<file path="src/slt_pkg.sv">
package slt_pkg;

  localparam int DEPTH = 16;
  localparam int ENT_W = 32;
  localparam int POS_W = 5;
  localparam int ACT_W = 3;
  localparam int ST_W  = 2;
  localparam int IDX_W = (DEPTH > 1) ? $clog2(DEPTH) : 1;
  localparam int CNT_W = $clog2(DEPTH + 1);
  localparam int CMP_W = (CNT_W > POS_W) ? CNT_W : POS_W;

  localparam logic [ACT_W-1:0] ACT_INSERT = 3'd0;
  localparam logic [ACT_W-1:0] ACT_GET    = 3'd1;
  localparam logic [ACT_W-1:0] ACT_LOCATE = 3'd2;
  localparam logic [ACT_W-1:0] ACT_DELETE = 3'd3;
  localparam logic [ACT_W-1:0] ACT_CLEAR  = 3'd4;

  localparam logic [ST_W-1:0] ST_OK   = 2'd0;
  localparam logic [ST_W-1:0] ST_MISS = 2'd1;
  localparam logic [ST_W-1:0] ST_FULL = 2'd2;

  typedef enum logic [3:0] {
    S_IDLE,
    S_INS,
    S_INS_LAST,
    S_GET_WAIT,
    S_LOC,
    S_DEL_RD,
    S_DEL_SH,
    S_RESP
  } state_t;

  typedef struct packed {
    logic [ACT_W-1:0]        action;
    logic signed [ENT_W-1:0] value;
    logic [POS_W-1:0]        position;
  } item_t;

  typedef struct packed {
    logic signed [ENT_W-1:0] result_value;
    logic [POS_W-1:0]        found_position;
    logic [ST_W-1:0]         status;
    logic [POS_W-1:0]        entry_count;
    logic                    is_empty;
  } resp_t;

  typedef struct packed {
    logic             we;
    logic [IDX_W-1:0] waddr;
    logic [ENT_W-1:0] wdata;
    logic [IDX_W-1:0] raddr;
  } mem_req_t;

endpackage

</file>
<file path="src/slt_mem.sv">
module slt_mem (
  input  logic                             clk,
  input  slt_pkg::mem_req_t                req,
  output logic [slt_pkg::ENT_W-1:0]        rdata
);

  logic [slt_pkg::ENT_W-1:0] mem [slt_pkg::DEPTH];

  always_ff @(posedge clk) begin
    if (req.we) begin
      mem[req.waddr] <= req.wdata;
    end
    rdata <= mem[req.raddr];
  end

endmodule

</file>
<file path="src/slt_seq.sv">
module slt_seq (
  input  logic                clk,
  input  logic                rst,
  input  logic                start,
  input  slt_pkg::item_t      item,
  output logic                idle,
  output logic                resp_valid,
  input  logic                resp_ready,
  output slt_pkg::resp_t      resp
);

  slt_pkg::state_t                   state, state_next;
  logic [slt_pkg::IDX_W-1:0]         idx, idx_next;
  logic [slt_pkg::CNT_W-1:0]         cnt, cnt_next;
  logic signed [slt_pkg::ENT_W-1:0]  val, val_next;
  logic signed [slt_pkg::ENT_W-1:0]  res_val, res_val_next;
  logic [slt_pkg::POS_W-1:0]         found, found_next;
  logic [slt_pkg::ST_W-1:0]          status, status_next;
  slt_pkg::mem_req_t                 req;
  logic signed [slt_pkg::ENT_W-1:0]  rdata;
  logic                              pos_ok;
  logic                              data_lt;
  logic                              data_eq;

  slt_mem u_mem (
    .clk   (clk),
    .req   (req),
    .rdata (rdata)
  );

  // compare unit for read data against the held value
  assign data_lt = $signed(rdata) < val;
  assign data_eq = rdata == val;

  assign pos_ok = (slt_pkg::CMP_W'(item.position) != '0) &&
                  (slt_pkg::CMP_W'(item.position) <= slt_pkg::CMP_W'(cnt));

  always_ff @(posedge clk) begin
    if (rst) begin
      state <= slt_pkg::S_IDLE;
      cnt   <= '0;
    end else begin
      state <= state_next;
      cnt   <= cnt_next;
    end
  end

  always_ff @(posedge clk) begin
    idx     <= idx_next;
    val     <= val_next;
    res_val <= res_val_next;
    found   <= found_next;
    status  <= status_next;
  end

  always_comb begin
    state_next   = state;
    idx_next     = idx;
    cnt_next     = cnt;
    val_next     = val;
    res_val_next = res_val;
    found_next   = found;
    status_next  = status;
    req          = '0;
    idle         = 1'b0;
    resp_valid   = 1'b0;

    case (state)
      slt_pkg::S_IDLE: begin
        idle = 1'b1;
        if (start) begin
          val_next     = item.value;
          res_val_next = '0;
          found_next   = '0;
          status_next  = slt_pkg::ST_MISS;
          state_next   = slt_pkg::S_RESP;
          case (item.action)
            slt_pkg::ACT_INSERT: begin
              if (cnt == slt_pkg::CNT_W'(slt_pkg::DEPTH)) begin
                status_next = slt_pkg::ST_FULL;
              end else if (cnt == '0) begin
                req.we      = 1'b1;
                req.waddr   = '0;
                req.wdata   = item.value;
                cnt_next    = cnt + 1'b1;
                status_next = slt_pkg::ST_OK;
              end else begin
                idx_next   = slt_pkg::IDX_W'(cnt - 1'b1);
                req.raddr  = slt_pkg::IDX_W'(cnt - 1'b1);
                state_next = slt_pkg::S_INS;
              end
            end
            slt_pkg::ACT_GET: begin
              if (pos_ok) begin
                req.raddr  = slt_pkg::IDX_W'(item.position - 1'b1);
                state_next = slt_pkg::S_GET_WAIT;
              end
            end
            slt_pkg::ACT_LOCATE: begin
              if (cnt != '0) begin
                idx_next   = '0;
                req.raddr  = '0;
                state_next = slt_pkg::S_LOC;
              end
            end
            slt_pkg::ACT_DELETE: begin
              if (pos_ok) begin
                idx_next   = slt_pkg::IDX_W'(item.position - 1'b1);
                req.raddr  = slt_pkg::IDX_W'(item.position - 1'b1);
                state_next = slt_pkg::S_DEL_RD;
              end
            end
            slt_pkg::ACT_CLEAR: begin
              cnt_next    = '0;
              status_next = slt_pkg::ST_OK;
            end
            default: begin
              status_next = slt_pkg::ST_MISS;
            end
          endcase
        end
      end

      // walk down from the top, moving entries not smaller than the new value
      slt_pkg::S_INS: begin
        req.we = 1'b1;
        req.waddr = slt_pkg::IDX_W'(idx + 1'b1);
        if (!data_lt) begin
          req.wdata = rdata;
          if (idx == '0) begin
            state_next = slt_pkg::S_INS_LAST;
          end else begin
            req.raddr = idx - 1'b1;
            idx_next  = idx - 1'b1;
          end
        end else begin
          req.wdata   = val;
          cnt_next    = cnt + 1'b1;
          status_next = slt_pkg::ST_OK;
          state_next  = slt_pkg::S_RESP;
        end
      end

      slt_pkg::S_INS_LAST: begin
        req.we      = 1'b1;
        req.waddr   = '0;
        req.wdata   = val;
        cnt_next    = cnt + 1'b1;
        status_next = slt_pkg::ST_OK;
        state_next  = slt_pkg::S_RESP;
      end

      slt_pkg::S_GET_WAIT: begin
        res_val_next = rdata;
        status_next  = slt_pkg::ST_OK;
        state_next   = slt_pkg::S_RESP;
      end

      slt_pkg::S_LOC: begin
        if (data_eq) begin
          found_next  = slt_pkg::POS_W'(slt_pkg::CNT_W'(idx) + 1'b1);
          status_next = slt_pkg::ST_OK;
          state_next  = slt_pkg::S_RESP;
        end else if (slt_pkg::CNT_W'(idx) + 1'b1 == cnt) begin
          state_next = slt_pkg::S_RESP;
        end else begin
          req.raddr = slt_pkg::IDX_W'(idx + 1'b1);
          idx_next  = slt_pkg::IDX_W'(idx + 1'b1);
        end
      end

      slt_pkg::S_DEL_RD: begin
        res_val_next = rdata;
        status_next  = slt_pkg::ST_OK;
        if (slt_pkg::CNT_W'(idx) + 1'b1 == cnt) begin
          cnt_next   = cnt - 1'b1;
          state_next = slt_pkg::S_RESP;
        end else begin
          req.raddr  = slt_pkg::IDX_W'(idx + 1'b1);
          state_next = slt_pkg::S_DEL_SH;
        end
      end

      // rdata holds entry idx+1, which moves down to idx
      slt_pkg::S_DEL_SH: begin
        req.we    = 1'b1;
        req.waddr = idx;
        req.wdata = rdata;
        if (slt_pkg::CNT_W'(idx) + slt_pkg::CNT_W'(2) == cnt) begin
          cnt_next   = cnt - 1'b1;
          state_next = slt_pkg::S_RESP;
        end else begin
          req.raddr = slt_pkg::IDX_W'(slt_pkg::CNT_W'(idx) + slt_pkg::CNT_W'(2));
          idx_next  = slt_pkg::IDX_W'(idx + 1'b1);
        end
      end

      slt_pkg::S_RESP: begin
        resp_valid = 1'b1;
        if (resp_ready) begin
          state_next = slt_pkg::S_IDLE;
        end
      end

      default: begin
        state_next = slt_pkg::S_IDLE;
      end
    endcase
  end

  assign resp.result_value   = res_val;
  assign resp.found_position = found;
  assign resp.status         = status;
  assign resp.entry_count    = slt_pkg::POS_W'(cnt);
  assign resp.is_empty       = (cnt == '0);

endmodule

</file>
<file path="src/sorted_list_table.sv">
// channel  dir  tdata                                            tuser
// s_axis   in   value[31:0] position[36:32] pad[39:37]            action[2:0]
// m_axis   out  result_value[31:0] found_position[36:32]          -
//               status[38:37] entry_count[43:39] is_empty[44] pad[47:45]
//
// One transaction at a time through a single sequencer and a one-read,
// one-write entry RAM.
// Insert scans/shifts down from the top, delete shifts higher entries down,
// locate scans up, get reads one entry; clear and rejections skip the RAM.
// Reset (rst, synchronous) empties the table; entry contents are not cleared.
// A finished result sits in the output register while the next transaction
// is accepted; the sequencer holds its own result until that register frees.
module sorted_list_table (
  input  logic        clk,
  input  logic        rst,
  input  logic        s_axis_tvalid,
  output logic        s_axis_tready,
  input  logic [39:0] s_axis_tdata,   // value, position
  input  logic [2:0]  s_axis_tuser,   // action
  output logic        m_axis_tvalid,
  input  logic        m_axis_tready,
  output logic [47:0] m_axis_tdata    // result_value, found_position, status,
                                      // entry_count, is_empty
);

  slt_pkg::item_t item;
  slt_pkg::resp_t resp;
  slt_pkg::resp_t out_q;
  logic           seq_idle;
  logic           resp_valid;
  logic           resp_ready;
  logic           start;

  assign item.action   = s_axis_tuser;
  assign item.value    = s_axis_tdata[31:0];
  assign item.position = s_axis_tdata[36:32];

  assign s_axis_tready = seq_idle;
  assign start         = s_axis_tvalid && s_axis_tready;
  assign resp_ready    = !m_axis_tvalid || m_axis_tready;

  slt_seq u_seq (
    .clk        (clk),
    .rst        (rst),
    .start      (start),
    .item       (item),
    .idle       (seq_idle),
    .resp_valid (resp_valid),
    .resp_ready (resp_ready),
    .resp       (resp)
  );

  always_ff @(posedge clk) begin
    if (rst) begin
      m_axis_tvalid <= 1'b0;
    end else if (resp_ready) begin
      m_axis_tvalid <= resp_valid;
    end
  end

  always_ff @(posedge clk) begin
    if (resp_valid && resp_ready) begin
      out_q <= resp;
    end
  end

  assign m_axis_tdata = {3'b000, out_q.is_empty, out_q.entry_count, out_q.status,
                         out_q.found_position, out_q.result_value};

  a_count_range: assert property (@(posedge clk) disable iff (rst)
    m_axis_tvalid |-> (out_q.entry_count <= slt_pkg::POS_W'(slt_pkg::DEPTH)))
    else $error("entry count above capacity");

  a_empty_flag: assert property (@(posedge clk) disable iff (rst)
    m_axis_tvalid |-> (out_q.is_empty == (out_q.entry_count == '0)))
    else $error("empty flag disagrees with count");

  a_full_count: assert property (@(posedge clk) disable iff (rst)
    (m_axis_tvalid && out_q.status == slt_pkg::ST_FULL) |->
      (out_q.entry_count == slt_pkg::POS_W'(slt_pkg::DEPTH)))
    else $error("full status with table not full");

  a_no_accept_busy: assert property (@(posedge clk) disable iff (rst)
    s_axis_tready |-> !resp_valid)
    else $error("ready while result pending in sequencer");

endmodule

</file>
<file path="config.mk">
export PLATFORM = sky130hd
export DESIGN_NAME = sorted_list_table
export DESIGN_NICKNAME = d
export VERILOG_FILES = /design/src/slt_pkg.sv /design/src/slt_mem.sv /design/src/slt_seq.sv /design/src/sorted_list_table.sv
export SDC_FILE = /design/constraint.sdc
export NUM_CORES = 1
export LEC_CHECK = 0
export BUFFER_PORTS_ARGS = -buffer_cell sky130_fd_sc_hd__buf_4
export CAP_MARGIN = 20
export CORE_ASPECT_RATIO = 1.5
export CORE_UTILIZATION = 40
export CTS_CLUSTER_SIZE = 12
export DETAILED_ROUTE_END_ITERATION = 8
export HOLD_SLACK_MARGIN = 0.02
export PLACE_DENSITY_LB_ADDON = 0.08
export SETUP_SLACK_MARGIN = 0.2
export SLEW_MARGIN = 20
export SYNTH_ARGS = -nofsm -noshare
export SYNTH_HDL_FRONTEND = slang
export SYNTH_SLANG_ARGS = --single-unit
</file>
<file path="constraint.sdc">
create_clock -name clk -period 4.8 [get_ports clk]
set_clock_uncertainty 0.05 [all_clocks]
set_input_delay 0 -clock clk [delete_from_list [all_inputs] [get_ports clk]]
set_output_delay 0 -clock clk [all_outputs]
set_load 0.01 [all_outputs]
</file>
==> flow_summary.json <==
{
  "run_status": "finished, final reports clean",
  "postSynthAreaPerCell_um2": 15.8,
  "layoutNonFillerInstCount": 2861,
  "place.port_buffers": 90,
  "synth-async-reset-ratio": 0,
  "drt_first_pass_iters": 6,
  "layout-drive-gt1-share": 0.158,
  "via_per_inst": 5.54,
  "met2_wirelength_mm": 38.0,
  "slew_headroom": 0.408,
  "finalMaxSlewViolations": 0,
  "tritoncts.num_buffers": 69,
  "final.fill_count": 5694,
  "die_h_um": 321,
  "vias": 15853,
  "fp.dieW_um": 215,
  "cp_common_cell": "buf_16",
  "detail_route.iter0.violations": 1350,
  "met1Wirelength_mm": 30.6,
  "antennaDiodeCount": 0,
  "final_net_count": 2022,
  "detail-route-antenna-nets": 0,
  "dp_hpwl_mm": 42.3,
  "synth_cell_types": 65,
  "critPathBufInv": 4,
  "num_rows": 116,
  "cp_slowest_cell": "or4_1",
  "critical_path_max_stage_delay_ns": 0.52,
  "critPathLaunchType": "flip-flop",
  "highest-signal-layer": "met4",
  "placeableCoreArea_um2": 66900,
  "numPlacedInstances": 2695,
  "num_io_pins": 97,
  "commonest_cells_after_routing_fill_and_taps_aside": "632 x edfxtp_1, 258 x mux2i_1, 152 x buf_4",
  "netlist_instances": 1719,
  "period_needed_ns": 4.47,
  "cp_top_family": "compound AO/OA/AOI/OAI gates",
  "finalHoldWorstSlack_ns": 0.0379,
  "number_of_antenna_violations_at_the_first_check_in_global_routing": 0,
  "critical_path_required_ns": 5.23,
  "worst_skew_pair.late_latency_ns": 0.62,
  "power_leakage_nw": 11.6,
  "overflow": 0,
  "cap_viol_max_count": 0,
  "setup_total_negative_slack_ns": 0,
  "multi_input_area_um2": 6980,
  "endpoint_kind": "flip-flop",
  "clock_tree_from_tritoncts": "built",
  "start_util": 0.406,
  "synth-seq-area-share": 0.728,
  "min_period_over_period": 0.932,
  "power.density_nw_per_um2": 726,
  "yosys.area_share.simple": 0.0572,
  "critPathKind": "flip-flop to flip-flop",
  "fp.dieArea_um2": 69000,
  "clk_pin_slew_ns": 0.07,
  "synth_edf_count": 632,
  "netlist_area_um2": 27200,
  "synth_compound_gate_area_share": 0.0674,
  "cts.htree.levels": 3,
  "max_clock_freq_mhz": 224,
  "layout-area-overhead-vs-synth_pct": 19.4,
  "drt-wirelength-per-cell_um": 26.1,
  "total_number_of_yosys_warnings": 0,
  "synth_mux_area_frac": 0.0953,
  "synthAdderAreaFrac": 0.0216,
  "min_path_type": "primary input to flip-flop",
  "cts_root_buffer": "clkbuf_16",
  "detailed_route_wirelength_on_metal3_mm": 3.74,
  "worst_slew_pin_slew_ns": 0.879,
  "largest_vdd_supply_drop_mv": 0.585,
  "yosys_most_used_dff": "edfxtp_1",
  "grt_pass1_wl_mm": 107,
  "largest_net_degree_at_the_start_of_global_routing": 42,
  "clock_tree.buffer_depth": 3,
  "drc": 0,
  "critical_path.cell_chain": "inv_1 > ha_1 > a41oi_2 > o21ai_1 > a22o_1 > o41a_1 > or3_4 > a211o_4 > a41oi_4 > buf_12 > buf_16 > buf_16 > mux2i_1 > o22ai_1 > or4_1",
  "drt_wl_total_mm": 74.6,
  "layout.cells.most_common": "edfxtp_1",
  "largest_fanout_on_the_critical_path": 17,
  "globalplace.congestion": 0.858,
  "worstPathArrival_ns": 4.90,
  "finalHoldViolCount": 0,
  "postSynthRegisterBits": 673,
  "rsz0062_at_grt": "true",
  "post_synth_xor_area_fraction": 0.00612,
  "tritoncts_num_sinks": 673,
  "final-setup-viol-count": 0,
  "synth_top_family_by_area": "multiplexers",
  "sequential_cell_area_um2": 19800,
  "grt.total_usage": 0.217,
  "number_of_global_route_vias_before_repair": 15731
}
-- power by group --
part	switching [mW]	total, mW	internal (mW)	leakage [nW]
registers	0.487	9.07	8.58	6.16
clock network	2.18	5.12	2.94	1.02
logic	5.80	9.40	3.60	4.45
-- state kept, by name (all words and copies together) (netlist names) --
signal / count
u_seq.idx: 4
m_axis_tvalid: 1
u_seq.res_val: 32
u_seq.cnt: 5
u_seq.val: 32
m_axis_tdata: 45
u_seq.state: 3
u_seq.u_mem.rdata: 32
u_seq.u_mem.mem: 512
u_seq.found: 5
u_seq.status: 2
-- final timing paths --
path	cells past startpoint	endpoint	startpoint	slack (ns)
worst min register to register	0	m_axis_tdata[36]	u_seq.found[4]	0.36
worst min-delay path	5	u_seq.idx[3]	s_axis_tdata[35]	0.04
worst max-delay path	15	u_seq.u_mem.rdata[6]	u_seq.val[6]	0.33
worst max register to register	15	u_seq.u_mem.rdata[6]	u_seq.val[6]	0.33
-- timing repair --
action | CTS | global route
hold buffers | 39 | 0
endpoints found under the setup margin | 10 | 32
endpoints found under the hold margin | 95 | 0
gates cloned | 1 | 3
resized for setup | 1 | 11
setup buffers | 0 | 4
pin swaps | 1 | 3
-- cell type report --
type,instances,share of cell area
clock inverters,12,0.00416
multi-input cells,907,0.215
inverters,51,0.00590
flip-flops and latches,673,0.610
repair buffers,226,0.0705
well taps,885,0.0341
clock buffers,107,0.0608
-- tightest hold or removal path: cells and delay by family --
kind | cells | cell delay, ns
and+or+nand+nor | 1 | 0.10
AOI/OAI and AO/OA | 2 | 0.26
buffers and inverters | 1 | 0.10
xor gates and xnor gates | 1 | 0.13
-- kinds of logic after synthesis --
group,after synthesis
AOI/OAI and AO/OA,273
xor gates and xnor gates,19
adders and majority gates,47
buffers and inverters,141
DFF,673
muxes,259
other,1
and+or+nand+nor,306
-- synth_stat cells, types with 5 or more instances --
master | number | share of area
o21ai_0 | 21 | 0.0039
nand4_1 | 8 | 0.0018
clkbuf_1 | 35 | 0.0048
and3_1 | 34 | 0.0078
nand2b_1 | 12 | 0.0028
buf_6 | 6 | 0.0025
mux2i_1 | 259 | 0.095
a21oi_1 | 33 | 0.0061
nor2_1 | 55 | 0.0076
a211oi_1 | 6 | 0.0017
inv_1 | 49 | 0.0068
edfxtp_1 | 632 | 0.70
nand3b_1 | 5 | 0.0014
nor4_1 | 6 | 0.0014
xor2_1 | 7 | 0.0023
o22ai_1 | 133 | 0.031
a22oi_1 | 33 | 0.0091
buf_2 | 37 | 0.0068
buf_4 | 9 | 0.0025
nand3_1 | 13 | 0.0024
nand2_1 | 99 | 0.014
ha_1 | 47 | 0.022
nor2b_1 | 6 | 0.0014
dfxtp_1 | 41 | 0.030
xnor2_1 | 12 | 0.0039
or4_1 | 32 | 0.0088
and2_1 | 8 | 0.0018
nor3_1 | 14 | 0.0026
-- metal layers --
layer | vias up | track usage
met4 | 0 | 0.0781
met5 | - | 0
li1 | 7143 | -
met1 | 8035 | 0.269
met2 | 532 | 0.386
met3 | 143 | 0.0289
-- stage by stage --
| step | setup slack [ns] | util | cell area (µm²) | power, mW |
|---|---|---|---|---|
| floorplan | 0.431 | - | 27200 | 14.6 |
| global placement | 0.186 | 0.445 | 29800 | 18.2 |
| detailed placement | 0.192 | 0.445 | 29800 | 18.3 |
| CTS | 0.265 | 0.483 | 32300 | 23.6 |
| global route | 0.190 | 0.485 | 32500 | 24.7 |
| finish | 0.328 | 0.485 | 32500 | 23.6 |
No activity file was read; power rests on OpenSTA's default activity.
